`config.mk`:
```
export PLATFORM = sky130hd
export DESIGN_NAME = bpc_front
export DESIGN_NICKNAME = d
export VERILOG_FILES = /design/src/sv/bpc_pkg.sv /design/src/sv/bpc_front.sv
export SDC_FILE = /design/constraint.sdc
export NUM_CORES = 1
export LEC_CHECK = 0
export ABC_AREA = 0
export BUFFER_PORTS_ARGS = -buffer_cell sky130_fd_sc_hd__buf_4
export CELL_PAD_IN_SITES_DETAIL_PLACEMENT = 0
export CELL_PAD_IN_SITES_GLOBAL_PLACEMENT = 2
export CORE_AREA = 4 4 99 101
export DETAILED_ROUTE_END_ITERATION = 16
export DIE_AREA = 0 0 103 105
export GPL_TIMING_DRIVEN = 0
export PLACE_DENSITY = 0.89
export SLEW_MARGIN = 25
export SYNTH_ARGS = -nofsm -noshare
export SYNTH_HDL_FRONTEND = slang
export SYNTH_SLANG_ARGS = --single-unit
```
`constraint.sdc`:
```
create_clock -name clk -period 4 [get_ports clk]
set_input_delay 0.8 -clock clk [delete_from_list [all_inputs] [get_ports clk]]
set_output_delay 0.8 -clock clk [all_outputs]
set_load 0.05 [all_outputs]
```
`src/sv/bpc_pkg.sv`:
```
// types, constants and register indexes of the pressure compensation unit
// depends on nothing; imported by every module of the block except bpc_queue
package bpc_pkg;

    localparam int RAW_W   = 24;
    localparam int CAL_W   = 16;
    localparam int CFG_IDX_W = 3;
    localparam int TEMP_W  = 19;
    localparam int PRES_W  = 32;
    localparam int DT_W    = 25;

    localparam int BPC_MID_DEPTH = 4;
    localparam int BPC_OUT_DEPTH = 16;

    localparam logic [CFG_IDX_W-1:0] REG_PRESSURE_SENSITIVITY  = CFG_IDX_W'(0);
    localparam logic [CFG_IDX_W-1:0] REG_PRESSURE_OFFSET       = CFG_IDX_W'(1);
    localparam logic [CFG_IDX_W-1:0] REG_SENSITIVITY_TEMP_COEF = CFG_IDX_W'(2);
    localparam logic [CFG_IDX_W-1:0] REG_OFFSET_TEMP_COEF      = CFG_IDX_W'(3);
    localparam logic [CFG_IDX_W-1:0] REG_REFERENCE_TEMPERATURE = CFG_IDX_W'(4);
    localparam logic [CFG_IDX_W-1:0] REG_TEMPERATURE_COEF      = CFG_IDX_W'(5);

    // 20.00 and -15.00 degrees in hundredths
    localparam logic signed [TEMP_W-1:0] TEMP_REF_CENTI = 19'sd2000;
    localparam logic signed [TEMP_W-1:0] TEMP_LOW_CENTI = -19'sd1500;

    typedef struct packed {
        logic [RAW_W-1:0] raw_pressure;
        logic [RAW_W-1:0] raw_temperature;
    } conversion_t;

    typedef struct packed {
        logic signed [TEMP_W-1:0] temperature_centi;
        logic signed [PRES_W-1:0] pressure_value;
    } result_t;

    typedef struct packed {
        logic [CAL_W-1:0] pressure_sensitivity;
        logic [CAL_W-1:0] pressure_offset;
        logic [CAL_W-1:0] sensitivity_temp_coef;
        logic [CAL_W-1:0] offset_temp_coef;
        logic [CAL_W-1:0] reference_temperature;
        logic [CAL_W-1:0] temperature_coef;
    } cal_t;

    // item as it leaves the front end: raw pressure and temperature delta
    typedef struct packed {
        logic [RAW_W-1:0]       d1;
        logic signed [DT_W-1:0] dt;
    } prep_t;

endpackage

```
`src/sv/bpc_front.sv`:
```
// front end: takes conversions, forms the temperature delta, feeds the queue
// depends on bpc_pkg
module bpc_front
    import bpc_pkg::*;
(
    input  logic             clk,
    input  logic             rst_n,
    input  logic             push,
    output logic             full,
    input  conversion_t      conversion,
    input  logic [CAL_W-1:0] reference_temperature,
    input  logic             q_full,
    output logic             q_push,
    output prep_t            q_data
);

    logic  valid_reg, valid_next;
    prep_t stage_reg;
    prep_t stage_next;
    logic  accept;

    // the stage holds only while the queue is full
    assign full   = valid_reg && q_full;
    assign accept = push && !full;
    assign q_push = valid_reg && !q_full;
    assign q_data = stage_reg;

    always_comb
    begin
        stage_next.d1 = conversion.raw_pressure;
        stage_next.dt = $signed({1'b0, conversion.raw_temperature}
                                - {1'b0, reference_temperature, 8'd0});
        valid_next    = accept || (valid_reg && q_full);
    end

    always_ff @(posedge clk or negedge rst_n)
    begin
        if (!rst_n)
        begin
            valid_reg <= 1'b0;
        end
        else
        begin
            valid_reg <= valid_next;
        end
    end

    always_ff @(posedge clk)
    begin
        if (accept)
        begin
            stage_reg <= stage_next;
        end
    end

endmodule

```
* Word level (Yosys, flattened, before mapping)
Cells that the tools add are included.
Word-level totals: bits in registers 50, latch bits 0, bits in writable memories 0, memory bits (read-only) 0, memories 0
Cells by class: add/sub/neg operators 1, $mul 0, divide/modulo/power cells 0, magnitude comparators 0, equal/unequal tests 0, shift operators 0, muxes and demuxes 0, bitwise operators 0, reductions and logical operators 6
Operators by type and width (count):
- 24-bit by 24-bit subtractor with 25-bit output | 1
- 1-bit logical AND | 3
- 1-bit zero test | 2
- 1-bit logical OR | 1

* Longest topological paths before layout
depth after elaboration 4, mapped depth 8, depth with buffers taken out 8

* Least setup slack after synthesis
No wires, ideal clock.
path type input-to-reg, from in q_full, to reg stage_reg, in the netlist q_data[0] (enable), arrival 3.388 ns, data required time 3.539 ns, path slack 0.152 ns, stages 2, buffers on the path 0, cells stage by stage and2_1 > nor2b_1
Between the ends: longest elaborated chain between the ends 3
Ends and longest elaborated chain:
- start: declaration | line bpc_front.sv:12 | input logic q_full,
- 1-bit logical AND | line bpc_front.sv:23 | assign full = valid_reg && q_full;
- 1-bit zero test | line bpc_front.sv:24 | assign accept = push && !full;
- 1-bit logical AND | line bpc_front.sv:24
- via accept | line bpc_front.sv:20 | logic accept;
- end signal: assignment | line bpc_front.sv:52 | stage_reg <= stage_next;
- end: declaration | line bpc_front.sv:18 | prep_t stage_reg;
The timed path passes the listed nets, and every way through them passes these cells. A chain may end at the register's enable or synchronous reset.

==> results.json <==
{
  "status": "finished clean",
  "slew-limit-headroom_pct": 56.3,
  "fp.dieW_um": 103,
  "critPathLaunchType": "input pin",
  "critPathCaptureType": "register",
  "synth_cell_types": 46,
  "drc": 0,
  "skew_ps": 5.69,
  "post-dp-hpwl_um": 4710,
  "cts_root_buf": "clkbuf_8",
  "final.min_clock_period_ps": 2850,
  "final_area_um2": 3600,
  "detail-route-antenna-nets": 0,
  "wl_met1_um": 2360,
  "hold_class": "in2async",
  "io_buffers": 118,
  "wl_met3_um": 523,
  "syn_nets": 267,
  "leakage_nw": 1.61,
  "antenna_cells": 0,
  "final-setup-viol-count": 0,
  "syn2layout_area_growth_pct": 48.1,
  "cp_data_required_time_ps": 4050,
  "nNetsFinal": 393,
  "synthCells": 182,
  "cp.arrival_ps": 2900,
  "dr.pass1.iters": 4,
  "hold_slack_ps": 270,
  "max_cap_violations": 0,
  "critPathMaxFanout": 3,
  "ys_seq_elements": 50,
  "largest_reg_flops": 49,
  "yosysSeqAreaShare_pct": 61.6,
  "synth_edf_count": 49,
  "die_area_um2": 10800,
  "start_util_pct": 26.9,
  "async_flop_share_pct": 2.00,
  "die_y_um": 105,
  "cp_slowest_cell": "a211oi_1",
  "crit_chain": "buf_4, inv_1, ha_1, fa_1, and2b_1, o2111ai_2, a211oi_1, nor3b_1, o31a_1",
  "clockBufferDepth": 2,
  "synth.avg_cell_area_um2": 13.4,
  "postCtsResizedCells": 0,
  "min_period_over_period_pct": 71.2,
  "utilization_pct": 39.9,
  "critical_path_class": "in2reg",
  "vias": 1846,
  "placedCellCount": 412,
  "p_per_area_nw_per_um2": 390,
  "wl_met2_um": 2750,
  "crit_end": "q_data[24]",
  "placed_cell_area_um2": 3480,
  "ys_warn_count": 0,
  "cts_tree": "done",
  "cpPeakStageDelay_ps": 500,
  "wl_per_cell_um": 13.6,
  "io_pins": 119,
  "finalMaxSlewViolations": 0,
  "grt_max_degree": 29,
  "antenna_found_initial": 0,
  "worstMarginPinSlew_ps": 655,
  "place_ws_ps": 865,
  "fin_cells": 420,
  "h-tree-depth": 2,
  "grt_pass1_vias": 1806,
  "synthFlopType": "edfxtp_1",
  "ir_drop_mv": 0.170,
  "postCtsSetupRepairBufs": 0,
  "via_per_inst": 4.40,
  "routabilityCongestion": 0.693,
  "rr_worst_depth": 3,
  "hold_viol": 0,
  "syn_area_um2": 2430,
  "layout_setup_ws_ps": 1150,
  "rsz0062_at_grt": "no",
  "drive_gt1_share_pct": 44.3,
  "initialDrtViolationCount": 86,
  "clk_pin_slew_ps": 90,
  "r2r-end": "q_data[48]",
  "crit_path_start": "conversion[8]",
  "postRouteWirelength_um": 5720,
  "clock-sinks": 50,
  "p_total_mw": 1.40,
  "r2r_start": "valid_reg",
  "top_layer": "met4",
  "reg2reg_setup_slack_ps": 2320,
  "placementRows": 35,
  "core-area_um2": 9020,
  "numCtsBuffers": 5,
  "cts_hold_buffers": 0,
  "grt_overflow": 0,
  "fin_setup_tns_ps": 0,
  "grt_usage_pct": 9.81,
  "grt_pass1_wl_um": 8410,
  "clock_latency_ps": 290,
  "max_freq_mhz": 351
}
synth_stat cells (all sizes together), types with 3 or more instances:
library cell / n / area (um^2)
a21o: 6 / 52.6
a21oi: 8 / 43.8
edfxtp: 49 / 1470
ha: 16 / 200
inv: 24 / 90.1
nand2: 8 / 30.0
nand3: 4 / 20.0
nor2: 8 / 30.0
nor2b: 5 / 31.3
nor3: 3 / 15.0
o21a: 4 / 30.0
xnor2: 10 / 87.6
worst max-delay path: cells and delay by family:
kind                       cells  cell delay [ps]
AOI/OAI and AO/OA              3              950
adders and majority gates      2              620
and+or+nand+nor                2              410
buffers and inverters          2              110
report_power, final:
part | internal (mW) | switching [mW] | leakage (nW)
Sequential | 0.627 | 0.00935 | 0.477
Combinational | 0.158 | 0.253 | 1.07
Clock | 0.204 | 0.152 | 0.0585
Total | 0.989 | 0.414 | 1.61
layout by cell type, fill, tap and decap left out, types with 2 or more instances in the layout:
cell / count
nand2_1: 8
nor3b_1: 2
a21oi_1: 7
a21o_1: 5
a31oi_1: 2
a221oi_1: 2
xnor2_1: 10
nand3_1: 4
clkbuf_8: 6
nor2b_1: 4
or4_1: 2
edfxtp_1: 49
nor2_1: 8
ha_1: 16
and2_1: 2
nor3_1: 3
inv_1: 24
o21a_1: 4
buf_4: 119
kinds of logic after synthesis:
| logic type | after synthesis | share of synthesized area, % |
|---|---|---|
| buffers and inverters | 25 | 4.01 |
| AND/OR/NAND/NOR | 41 | 8.96 |
| XOR/XNOR | 11 | 3.96 |
| flip-flops | 50 | 61.6 |
| adder cells (fa/ha/maj) | 17 | 9.06 |
| AO/OA/AOI/OAI | 38 | 12.5 |
layer usage:
metal / vias up / GRT usage (%)
met5: - / 0
met4: 0 / 3.79
met3: 7 / 1.34
met2: 91 / 17.2
met1: 825 / 11.9
li1: 923 / -
final cells by class:
class	count	area [um^2]
Buffer	1	7.51
Clock buffer	7	86.3
Clock inverter	1	30.0
Fill cell	865	5420
Inverter	24	90.1
Multi-Input combinational cell	107	845
Sequential cell	50	1500
Tap cell	111	139
Timing Repair Buffer	119	906
worst min path at each step:
| stage | from | endpoint | slack (ps) | cells past startpoint |
|---|---|---|---|---|
| detailed placement | rst_n | valid_reg | 580 | 1 |
| floorplan | rst_n | valid_reg | 500 | 0 |
| CTS | rst_n | valid_reg | 250 | 1 |
| global route | rst_n | valid_reg | 240 | 1 |
| finish | rst_n | valid_reg | 270 | 1 |
| global placement | rst_n | valid_reg | 580 | 1 |
Power figures use the tool's default switching activity.
