### src/sv/bpc_queue.sv
// small first-in first-out queue built from a register array
// depends on nothing; used between front and back end and at the result side
module bpc_queue #(
    parameter int WIDTH = 8,
    parameter int DEPTH = 4
) (
    input  logic             clk,
    input  logic             rst_n,
    input  logic             push,
    input  logic [WIDTH-1:0] wdata,
    output logic             full,
    input  logic             pop,
    output logic [WIDTH-1:0] rdata,
    output logic             empty
);

    localparam int PTR_W = (DEPTH > 1) ? $clog2(DEPTH) : 1;
    localparam int CNT_W = $clog2(DEPTH + 1);

    logic [WIDTH-1:0] mem_reg [DEPTH];
    logic [PTR_W-1:0] wr_ptr_reg, wr_ptr_next;
    logic [PTR_W-1:0] rd_ptr_reg, rd_ptr_next;
    logic [CNT_W-1:0] count_reg, count_next;
    logic             do_push, do_pop;

    assign full    = (count_reg == CNT_W'(DEPTH));
    assign empty   = (count_reg == '0);
    assign do_push = push && !full;
    assign do_pop  = pop && !empty;
    assign rdata   = mem_reg[rd_ptr_reg];

    always_comb
    begin
        wr_ptr_next = wr_ptr_reg;
        rd_ptr_next = rd_ptr_reg;
        count_next  = count_reg;
        if (do_push)
        begin
            wr_ptr_next = (wr_ptr_reg == PTR_W'(DEPTH - 1)) ? '0 : wr_ptr_reg + 1'b1;
        end
        if (do_pop)
        begin
            rd_ptr_next = (rd_ptr_reg == PTR_W'(DEPTH - 1)) ? '0 : rd_ptr_reg + 1'b1;
        end
        if (do_push && !do_pop)
        begin
            count_next = count_reg + 1'b1;
        end
        else if (do_pop && !do_push)
        begin
            count_next = count_reg - 1'b1;
        end
    end

    always_ff @(posedge clk or negedge rst_n)
    begin
        if (!rst_n)
        begin
            wr_ptr_reg <= '0;
            rd_ptr_reg <= '0;
            count_reg  <= '0;
        end
        else
        begin
            wr_ptr_reg <= wr_ptr_next;
            rd_ptr_reg <= rd_ptr_next;
            count_reg  <= count_next;
        end
    end

    always_ff @(posedge clk)
    begin
        if (do_push)
        begin
            mem_reg[wr_ptr_reg] <= wdata;
        end
    end

endmodule

### config.mk
export PLATFORM = sky130hd
export DESIGN_NAME = bpc_queue
export DESIGN_NICKNAME = d
export VERILOG_FILES = /design/src/sv/bpc_queue.sv
export SDC_FILE = /design/constraint.sdc
export NUM_CORES = 1
export LEC_CHECK = 0
export ABC_AREA = 1
export BUFFER_PORTS_ARGS = -buffer_cell sky130_fd_sc_hd__buf_2
export CAP_MARGIN = 20
export CORE_AREA = 8 8 80 82
export DETAILED_ROUTE_END_ITERATION = 8
export DIE_AREA = 0 0 88 90
export GPL_TIMING_DRIVEN = 0
export PLACE_DENSITY_LB_ADDON = 0.12
export SETUP_SLACK_MARGIN = 0.15
export SLEW_MARGIN = 20
export SYNTH_ARGS = -nofsm -noshare
export SYNTH_HDL_FRONTEND = slang
export SYNTH_SLANG_ARGS = --single-unit
### constraint.sdc
create_clock -name clk -period 4.3 [get_ports clk]
set_input_delay 0.645 -clock clk [delete_from_list [all_inputs] [get_ports clk]]
set_output_delay 0.645 -clock clk [all_outputs]
set_load 0.01 [all_outputs]
After elaboration in Yosys (flattened, before gate mapping)

Memories as Yosys holds them, arrays and structs flattened.
Index checks and enable logic that the tools add are counted.

Output and inout bits: 10
Bits in registers: 7
Memory bits (writable): 32
Word-level logic and storage cells: 27
Input bits: 12
Memories: 1

Equal/unequal tests: 3
Muxes and demuxes: 6
Add/subtract/negate cells: 4
Reduce and logical (&&, ||, !) cells: 10

Memory list:

| memory  | words | bits a word | read ports | clocked after Yosys merged registers in | write ports | line | text |
|---|---|---|---|---|---|---|---|
| mem_reg | 4     | 8           | 1          | 0                                       | 1           | 20   | `logic [WIDTH-1:0] mem_reg [DEPTH];` |

Operator list:

| kind                  | number |
|---|---|
| $mux W3               | 2 |
| $add A2 B1 Y2 const B | 2 |
| $eq A2 B2 Y1 const B  | 2 |
| $logic_and A1 B1 Y1   | 4 |
| $logic_not A1 Y1      | 4 |
| $mux W2               | 2 |
| $add A3 B1 Y3 const B | 1 |
| $eq A3 B3 Y1 const B  | 1 |
| $logic_not A3 Y1      | 1 |
| $sub A3 B1 Y3 const B | 1 |
| $mux W1               | 2 |
| $reduce_bool A2 Y1    | 1 |

Depth between registers and ports, before layout

Gate-level depths: netlist of run 1.

Word-level depth: 7
Depth in mapped cells: 12
Depth with buffers taken out: 12

Worst setup path before layout of run 1

Ideal clock, no wire load.

Kind: input to register
Start point: input port push
End point: register count_reg[2]
Arrival time: 1596 ps
Stages: 9
Setup time: 117 ps
Path buffers: 0
Data required time: 4183 ps
Slack: 2587 ps
Cells stage by stage: nand2_2 > inv_1 > ha_1 > inv_1 > fa_1 > nand2_1 > nand3_1 > nand2_1 > nand2_1

Word-level cells in the longest chain between the ends: 4
Elaborated cells on any way between the ends: 6
Classes of those cells: 1 x mux; 5 x reduce/logical

RTL lines:

| element                      | line | text |
|---|---|---|
| from (decl)                  | 9    | `input logic push,` |
| $logic_and A1 B1 Y1 *        | 28   | `assign do_push = push && !full;` |
| net do_push                  | 24   | `logic do_push, do_pop;` |
| $logic_not A1 Y1             | 49   | `else if (do_pop && !do_push)` |
| $logic_and A1 B1 Y1          | 49   |  |
| $reduce_bool A2 Y1 (no line) | n/a  |  |
| to (signal assigned)         | 67   | `count_reg <= count_next;` |
| to (decl)                    | 23   | `logic [CNT_W-1:0] count_reg, count_next;` |

Mark *: on every way through the listed nets, which the timed path passes. The rest lies on a longest branch.
A chain may end at the register's enable or synchronous reset.

Final worst setup path of run 1

Start point: register rd_ptr_reg[1]
End point: output port rdata[7]

Word-level cells in the longest chain between the ends: 1

RTL lines:

| element                | line | text |
|---|---|---|
| from (decl)            | 22   | `logic [PTR_W-1:0] rd_ptr_reg, rd_ptr_next;` |
| from (signal assigned) | 66   | `rd_ptr_reg <= rd_ptr_next;` |
| $mem_v2 Z4 W8          | n/a  |  |
| to (decl)              | 13   | `output logic [WIDTH-1:0] rdata,` |

Every way passes these cells.

==> qor.yml, run 1 <==
min_path_type: "input pin to async pin"
wl_per_cell_um: 13.87
drive_gt1_share_pct: 18.58
leakage_nw: 0.9000
ios: 22
r2r_setup_slack_ns: 2.36
fmax_ghz: 0.4799
critPathKind: "flip-flop to primary output"
cts_hold_buffers: 0
wl_mm: 3.537
die_w_um: 88
drt_pass1_iterations: 4
ant_nets: 0
drtIter0Drc: 88
ys.warnings.count: 0
crit_path_end_kind: "primary output"
slew_headroom_pct: 44.41
cap_violations: 0
tightestPinTransition_ns: 0.8308
syn-cell-area_um2: 1759
r2r_cells: 11
place_congestion: 0.7370
worstPathMaxFanout: 10
power.switching_mw: 0.4979
clk_latency_ns: 0.28
fillers: 533
hold_violations: 0
antenna_found_initial: 0
cp-startpoint: "rd_ptr_reg[1]"
p_int_mw: 0.8407
grt_pass1_wl_mm: 5.934
setup_violations: 0
overflow: 0
final.setup.tns_ns: 0
area_growth_pct: 15.65
rsz0062_at_grt: "no"
critPathLaunchType: "flip-flop"
drc_errors: 0
fin_hold_ws_ns: 0.1820
post-cts-setup-buffer-count: 0
cp.required_ns: 3.65
finalMaxSlewViolations: 0
cts_resized: 0
cts_tree: "built"
regArea_um2: 1136
core_um2: 5236
portBuffers: 21
p_clk_share_pct: 17.2
finalCritPeriodShare_pct: 48.46
vias: 1157
cts_buffers: 5
swShare_pct: 37.19
fin_nets: 201
pwr-share-comb_pct: 41.5
dieArea_um2: 7920
ys_seq_elements: 39
clock_skew_ns: 0.003561
start_util_pct: 33.60
p_total_mw: 1.339
ys_types: 16
synth_cells: 154
multiInputGateArea_um2: 446.7
cts_root_buf: "clkbuf_8"
crit_end: "rdata[7]"
clkSlewWorstSetupHoldPaths_ns: 0.07
seq_area_frac_synth_pct: 64.58
fin_crit_ns: 2.084
clock_path_buffers: 2
grt_start_max_net_pins: 12
n_antenna_cell: 0
outcome: "finished, final reports clean"
hpwl_mm: 2.537
reg2reg_from: "count_reg[0]"
r2r-end: "count_reg[2]"
power_density_nw_per_um2: 658.0
pwr-share-seq_pct: 41.3
arrival_ns: 1.44
syn_avg_cell_area_um2: 11.42
avgViaCountPerCell: 4.537
cts_htree_levels: 2
grt_usage_pct: 9.951
first_global_vias: 1242
die_y_um: 90
cts_sinks: 39
largest_reg_flops: 32
vdd_drop_max_mv: 0.2775
row_count: 27
synth_fp_nets: 173
## power by group through the flow
stage          Sequential [mW]  Clock (mW)  Combinational [mW]
2_1_floorplan            0.551           0               0.388
3_3_place_gp             0.556           0               0.555
3_5_place_dp             0.562           0               0.572
4_1_cts                  0.554       0.240               0.576
5_1_grt                  0.562       0.255               0.651
6_report                 0.553       0.230               0.556
## layout make-up
type | instances | area share (%)
sequential | 39 | 55.84
multi-input combinational | 78 | 21.96
inverter | 32 | 5.904
timing repair buffer | 21 | 5.166
tap | 72 | 4.428
clock buffer | 8 | 3.936
buffer | 5 | 2.768
## layer usage
| metal | routed length [um] | track usage, % | part of all wire (%) |
|---|---|---|---|
| met1 | 1472 | 10.92 | 42 |
| met4 | 34 | 2.582 | 0.96 |
| met2 | 1841 | 17.39 | 52 |
| met3 | 189 | 3.549 | 5.3 |
| met5 | 0 | 0 | 0 |
## cells in the mapped netlist
cell type / n / area share (%)
edfxtp_1: 32 / 55
nand3_1: 7 / 2.0
o21ai_0: 1 / 0.28
nand2_2: 1 / 0.36
nand2_1: 38 / 8.1
nor2_1: 6 / 1.3
ha_1: 6 / 4.3
dfrtp_1: 7 / 10
buf_6: 5 / 3.2
nand4_1: 1 / 0.36
inv_2: 1 / 0.21
fa_1: 1 / 1.1
o211ai_1: 15 / 6.4
xnor2_1: 1 / 0.50
o211ai_2: 1 / 0.71
inv_1: 31 / 6.6
## worst min path at each step
stage | startpoint | end | slack (ns) | cells after the start
global route | rst_n | count_reg[2] | 0.18 | 1
detailed placement | rst_n | count_reg[2] | 0.49 | 1
floorplan | rst_n | count_reg[0] | 0.35 | 0
CTS | rst_n | count_reg[2] | 0.18 | 1
global placement | rst_n | wr_ptr_reg[0] | 0.49 | 1
finish | rst_n | count_reg[2] | 0.18 | 1
## worst max-delay path: stages (launching register included)
cell and delay, ns:
dfrtp_1 0.40, buf_6 0.15, inv_1 0.24, o211ai_1 0.14, nand2_1 0.09, buf_2 0.13
## placed cells by master (no fill, tap or decap)
master	n
o211ai_2	1
clkbuf_8	5
ha_1	6
inv_1	31
edfxtp_1	32
nand2_1	38
o211ai_1	15
nand2_2	1
nor2_1	6
xnor2_1	1
nand4_1	1
dfrtp_1	7
buf_2	21
buf_6	5
o21ai_0	1
clkbuf_1	3
fa_1	1
nand3_1	7
inv_2	1
## stage by stage
step                      worst slack, ns  std cells  instance area [um^2]  utilization [%]
after floorplan                     2.587        154                  1759                -
after global placement              2.361        247                  1954            37.32
after detailed placement            2.291        247                  1954            37.32
after CTS                           2.176        255                  2034            38.85
after global routing                2.083        255                  2034            38.85
final                               2.216        255                  2034            38.85
## kinds of logic (layout without fill, tap and decap cells)
group	count (synthesis)	after routing	synth area share, %
AO/OA/AOI/OAI	17	17	7.397
AND/OR/NAND/NOR	53	53	12.09
XOR/XNOR	1	1	0.4980
flip-flops	39	39	64.58
buffers and inverters	37	66	10.03
adder cells (fa/ha/maj)	7	7	5.405
No activity file was read; power rests on OpenSTA's default activity.
==> run 2: changes to the inputs <==
==> constraint.sdc (replaced) <==
create_clock -name clk -period 2.1 [get_ports clk]
set_input_delay 0.315 -clock clk [delete_from_list [all_inputs] [get_ports clk]]
set_output_delay 0.315 -clock clk [all_outputs]
set_load 0.01 [all_outputs]
==> run 2 against run 1 <==
Against the previous run:
- worst setup slack worse by 1.9 ns
- cell area increased by 1.8%
- clock skew hardly changed
- first-iteration DRC count is the same
- register-to-register slack lost 2.1 ns
- hold slack better by 0.067 ns
- critical path type is now flip-flop to flip-flop
- largest power group unchanged
==> qor.yml, run 2 (synthesis results as in run 1) <==
outcome: "finished, final reports clean"
overflow: 0  # unchanged
hpwl_mm: 2.537  # unchanged
row_count: 27  # unchanged
portBuffers: 21  # unchanged
p_int_mw: 1.736  # +110%
regArea_um2: 1136  # unchanged
swShare_pct: 37.69  # +0.49 points
n_antenna_cell: 0  # unchanged
vdd_drop_max_mv: 0.5471  # +97%
drtIter0Drc: 88  # unchanged
clock_path_buffers: 2  # unchanged
power.switching_mw: 1.050  # +110%
worstPathMaxFanout: 4  # -6
finalCritPeriodShare_pct: 87.13
vias: 1164  # +0.61%
multiInputGateArea_um2: 474.2  # +6.2%
p_clk_share_pct: 16.9  # -0.3 points
cts_tree: "built"
hold_violations: 0  # unchanged
leakage_nw: 0.9066  # +0.73%
cts_htree_levels: 2  # unchanged
grt_pass1_wl_mm: 5.982  # +0.81%
critPathLaunchType: "flip-flop"
grt_start_max_net_pins: 12  # unchanged
fillers: 529  # -0.75%
rsz0062_at_grt: "no"
wl_mm: 3.591  # +1.5%
min_path_type: "input pin to flip-flop"
p_total_mw: 2.787  # +110%
fmax_ghz: 0.5466
layout_commonest_cell: "nand2_1"
clock_skew_ns: 0.003474  # -0.00008721 ns
place_congestion: 0.7370  # unchanged
cap_violations: 0  # unchanged
cts_sinks: 39  # unchanged
post-cts-setup-buffer-count: 0  # unchanged
avgViaCountPerCell: 4.547  # +0.21%
power_density_nw_per_um2: 1345  # +100%
largest_reg_flops: 32  # unchanged
start_util_pct: 33.60  # unchanged
tightestPinTransition_ns: 0.8307  # -0.0001416 ns
clk_latency_ns: 0.28  # about the same
drt_pass1_iterations: 4  # unchanged
area_growth_pct: 17.78
grt_usage_pct: 10.01  # +0.056 points
crit_path_end_kind: "flip-flop"
ant_nets: 0  # unchanged
slew_headroom_pct: 44.42  # about the same
first_global_vias: 1250  # +0.64%
critPathKind: "flip-flop to flip-flop"
cp.required_ns: 2.28  # -1.37 ns
setup_violations: 0  # unchanged
wl_per_cell_um: 14.03  # +1.1%
fin_crit_ns: 1.830
pwr-share-seq_pct: 40.9  # -0.4 points
dieArea_um2: 7920  # unchanged
cts_buffers: 5  # unchanged
clkSlewWorstSetupHoldPaths_ns: 0.07  # about the same
ios: 22  # unchanged
final_cell_mix: "nand2_1 (37), edfxtp_1 (32), inv_1 (30)"
die_w_um: 88  # unchanged
drive_gt1_share_pct: 21.20  # +2.6 points
core_um2: 5236  # unchanged
antenna_found_initial: 0  # unchanged
drc_errors: 0  # unchanged
fin_nets: 202  # +0.50%
cts_root_buf: "clkbuf_8"
die_y_um: 90  # unchanged
finalMaxSlewViolations: 0  # unchanged
arrival_ns: 2.01  # +0.57 ns
final.setup.tns_ns: 0  # unchanged
pwr-share-comb_pct: 42.2  # +0.7 points
-- run 2: cell count changes in the layout (fill, tap and decap cells not counted), sizes merged --
| cell | delta |
|---|---|
| dlygate4sd3 | +1 |
-- run 2: metal layers --
layer / wire, um / global-route usage (%) / vias up
li1: - / - / 565
met1: 1468 / 11.03 / 569
met2: 1883 / 17.45 / 25
met3: 204 / 3.549 / 5
met4: 34 / 2.582 / 0
met5: 0 / 0 / -
-- run 2: final cells by class --
class | instances | area share (%)
Sequential cell | 39 | 54.83
Multi-Input combinational cell | 78 | 22.89
Inverter | 32 | 5.797
Timing Repair Buffer | 22 | 5.556
Tap cell | 72 | 4.348
Clock buffer | 8 | 3.865
Buffer | 5 | 2.717
-- run 2: power by group through the flow --
stage,combinational [mW],clock [mW],sequential [mW]
2_1_floorplan,0.794,0,1.13
3_3_place_gp,1.14,0,1.14
3_5_place_dp,1.17,0,1.15
4_1_cts,1.18,0.492,1.13
5_1_grt,1.37,0.521,1.16
6_report,1.18,0.471,1.14
-- run 2: per-stage QoR --
step           instances  instance area (um^2)  util (%)  hold slack, ns  setup WS [ns]
2_1_floorplan        154                  1759         -         0.01941         0.4069
3_3_place_gp         247                  1954     37.32          0.1559         0.2607
3_5_place_dp         247                  1954     37.32          0.1600         0.1741
4_1_cts              256                  2044     39.04          0.2359         0.1572
5_1_grt              256                  2072     39.57          0.2431         0.1521
6_report             256                  2072     39.57          0.2487         0.2703
-- run 2: timing repair --
action,CTS,global route
gates resized for setup,0,7
endpoints found under the setup margin,0,27
hold endpoints to repair,7,0
hold buffers,1,0
-- run 2: critical path, cell delays in order, from the launching register on --
cell and delay (ns):
dfrtp_1 0.43, inv_2 0.11, nand3_2 0.13, nand2_2 0.11, ha_2 0.18, inv_1 0.07, fa_1 0.40, nand2_1 0.11
nand3_1 0.08, nand2_1 0.06, nand2_1 0.05
-- run 2: worst paths after layout --
check | slack (ns) | endpoint | cells past startpoint | start
worst min register to register | 0.55 | wr_ptr_reg[1] | 2 | wr_ptr_reg[1]
worst max register to register | 0.27 | count_reg[2] | 10 | count_reg[0]
worst max-delay path | 0.27 | count_reg[2] | 10 | count_reg[0]
worst min-delay path | 0.25 | mem_reg[1][6] | 1 | wdata[6]
min in group asynchronous | 0.39 | count_reg[2] | 2 | rst_n
max in group asynchronous | 1.55 | rd_ptr_reg[0] | 2 | rst_n
==> run 3: changes to the inputs <==
--- a/config.mk
+++ b/config.mk
@@ -12,7 +12,7 @@
 export DETAILED_ROUTE_END_ITERATION = 8
 export DIE_AREA = 0 0 88 90
 export GPL_TIMING_DRIVEN = 0
-export PLACE_DENSITY_LB_ADDON = 0.12
+export PLACE_DENSITY_LB_ADDON = 0.05
 export SETUP_SLACK_MARGIN = 0.15
 export SLEW_MARGIN = 20
 export SYNTH_ARGS = -nofsm -noshare
==> run 3 against run 2 <==
Against the previous run:
- via count is 4.0% lower
- core utilization rose by 1.2 points
- final cell count up 1.2%
- global-route usage down 0.44 points
- critical path depth shrank 1
- first-iteration DRC count fell by 52%
- non-clock buffer count increased by 3
==> qor.yml, run 3 (synthesis results as in run 1) <==
final.setup.tns_ns: 0  # unchanged
n_antenna_cell: 0  # unchanged
core_um2: 5236  # unchanged
outcome: "finished, final reports clean"
ios: 22  # unchanged
avgViaCountPerCell: 4.317  # -5.1%
leakage_nw: 0.9461  # +4.4%
cp_slowest_stage_delay_ns: 0.41  # -0.02 ns
final_cell_mix: "nand2_1 (37), edfxtp_1 (32), inv_1 (31)"
row_count: 27  # unchanged
largest_reg_flops: 32  # unchanged
worstPathMaxFanout: 7  # +3
swShare_pct: 34.22  # -3.5 points
overflow: 0  # unchanged
fin_nets: 205  # +1.5%
first_global_vias: 1135  # -9.2%
drc_errors: 0  # unchanged
drt_pass1_iterations: 4  # unchanged
arrival_ns: 1.98  # -0.03 ns
critPathMostFrequentCell: "inv_1"
die_y_um: 90  # unchanged
slew_headroom_pct: 42.40  # -2.0 points
area_growth_pct: 21.27
cp.buffers_inverters: 3  # +1
clock_skew_ns: 0.005681  # +0.002207 ns
wl_per_cell_um: 13.34  # -4.9%
pwr-share-comb_pct: 39.4  # -2.8 points
vias: 1118  # -4.0%
clock_path_buffers: 2  # unchanged
portBuffers: 21  # unchanged
p_total_mw: 3.047  # +9.3%
r2r_setup_slack_ns: 0.28  # about the same
p_clk_share_pct: 23.8  # +6.9 points
dieArea_um2: 7920  # unchanged
grt_pass1_wl_mm: 5.561  # -7.0%
cpLargestDelayFamily: "adder cells"
worst_path_max_delay_cell: "fa_1"
ant_nets: 0  # unchanged
p_int_mw: 2.004  # +15%
pwr-share-seq_pct: 36.9  # -4.0 points
fin_hold_ws_ns: 0.2335  # -0.01513 ns
tightestPinTransition_ns: 0.8608  # +0.03014 ns
cts_tree: "built"
cap_violations: 0  # unchanged
reg2reg_from: "count_reg[1]"
critPathKind: "flip-flop to flip-flop"
min_path_type: "input pin to flip-flop"
crit_path_end_kind: "flip-flop"
drive_gt1_share_pct: 22.99  # +1.8 points
cts_buffers: 5  # unchanged
cp-startpoint: "count_reg[1]"
wl_mm: 3.455  # -3.8%
drtIter0Drc: 42  # -52%
layout_commonest_cell: "nand2_1"
power_density_nw_per_um2: 1428  # +6.2%
hpwl_mm: 2.413  # -4.9%
power.switching_mw: 1.043  # -0.73%
cts_htree_levels: 2  # unchanged
grt_start_max_net_pins: 13  # +1
finalMaxSlewViolations: 0  # unchanged
critPathLaunchType: "flip-flop"
clk_latency_ns: 0.29  # about the same
setup_violations: 0  # unchanged
cts_sinks: 39  # unchanged
clkSlewWorstSetupHoldPaths_ns: 0.08  # about the same
hold_start: "wdata[2]"
place_congestion: 0.7065  # -4.1%
cp.required_ns: 2.26  # -0.02 ns
rsz0062_at_grt: "no"
path_cells: "inv_1 -> nand3_2 -> nand2_2 -> inv_1 -> ha_1 -> inv_1 -> fa_1 -> nand2_1 -> o21ai_0"
hold_violations: 0  # unchanged
vdd_drop_max_mv: 0.7263  # +33%
cts_root_buf: "clkbuf_8"
antenna_found_initial: 0  # unchanged
grt_usage_pct: 9.565  # -0.44 points
final_core_util_pct: 40.74  # +1.2 points
die_w_um: 88  # unchanged
fin_crit_ns: 1.819  # -0.01116 ns
finalCritPeriodShare_pct: 86.60  # -0.53 points
fmax_ghz: 0.5499  # +0.61%
start_util_pct: 33.60  # unchanged
-- run 3: timing repair --
action,4_1_cts,5_1_grt
hold buffers,1,0
gates resized for setup,0,4
endpoints found under the setup margin,0,10
buffers inserted,0,3
hold endpoints to repair,7,0
-- run 3: worst paths after layout --
| check | end | cells after the start |
|---|---|---|
| max reg2reg | count_reg[1] | 9 |
| min | mem_reg[2][2] | 1 |
| max | count_reg[1] | 9 |
| min reg2reg | count_reg[2] | 2 |
| min in group asynchronous | wr_ptr_reg[1] | 2 |
| max in group asynchronous | count_reg[0] | 2 |
-- run 3: power groups by stage --
| stage | Combinational (mW) | Sequential (mW) | Clock (mW) |
|---|---|---|---|
| floorplan | 0.794 | 1.13 | 0 |
| global placement | 1.14 | 1.14 | 0 |
| detailed placement | 1.17 | 1.15 | 0 |
| CTS | 1.18 | 1.13 | 0.749 |
| global route | 1.38 | 1.14 | 0.769 |
| finish | 1.20 | 1.12 | 0.725 |
-- run 3: cell type report --
type                       instances  area, um^2
sequential                        39        1137
buffer                             5       56.30
timing repair buffer              25       137.6
fill                             520        3103
clock buffer                       6       72.57
tap                               72       90.09
clock inverter                     2       60.06
multi-input combinational         78       459.2
inverter                          32       120.1
-- run 3: metrics by stage --
| stage | instance area, um^2 | std cells | setup WS, ns |
|---|---|---|---|
| 2_1_floorplan | 1759 | 154 | 0.4069 |
| 3_3_place_gp | 1954 | 247 | 0.2330 |
| 3_5_place_dp | 1954 | 247 | 0.1919 |
| 4_1_cts | 2097 | 256 | 0.1831 |
| 5_1_grt | 2133 | 259 | 0.1707 |
| 6_report | 2133 | 259 | 0.2815 |
-- run 3: per-layer routing --
layer	routed length (um)	share of wire (%)	track usage, %	vias up
li1	-	-	-	571
met1	1377	40	9.278	525
met2	1841	53	17.20	16
met3	173	5.0	3.549	6
met4	62	1.8	4.304	0
met5	0	0	0	-
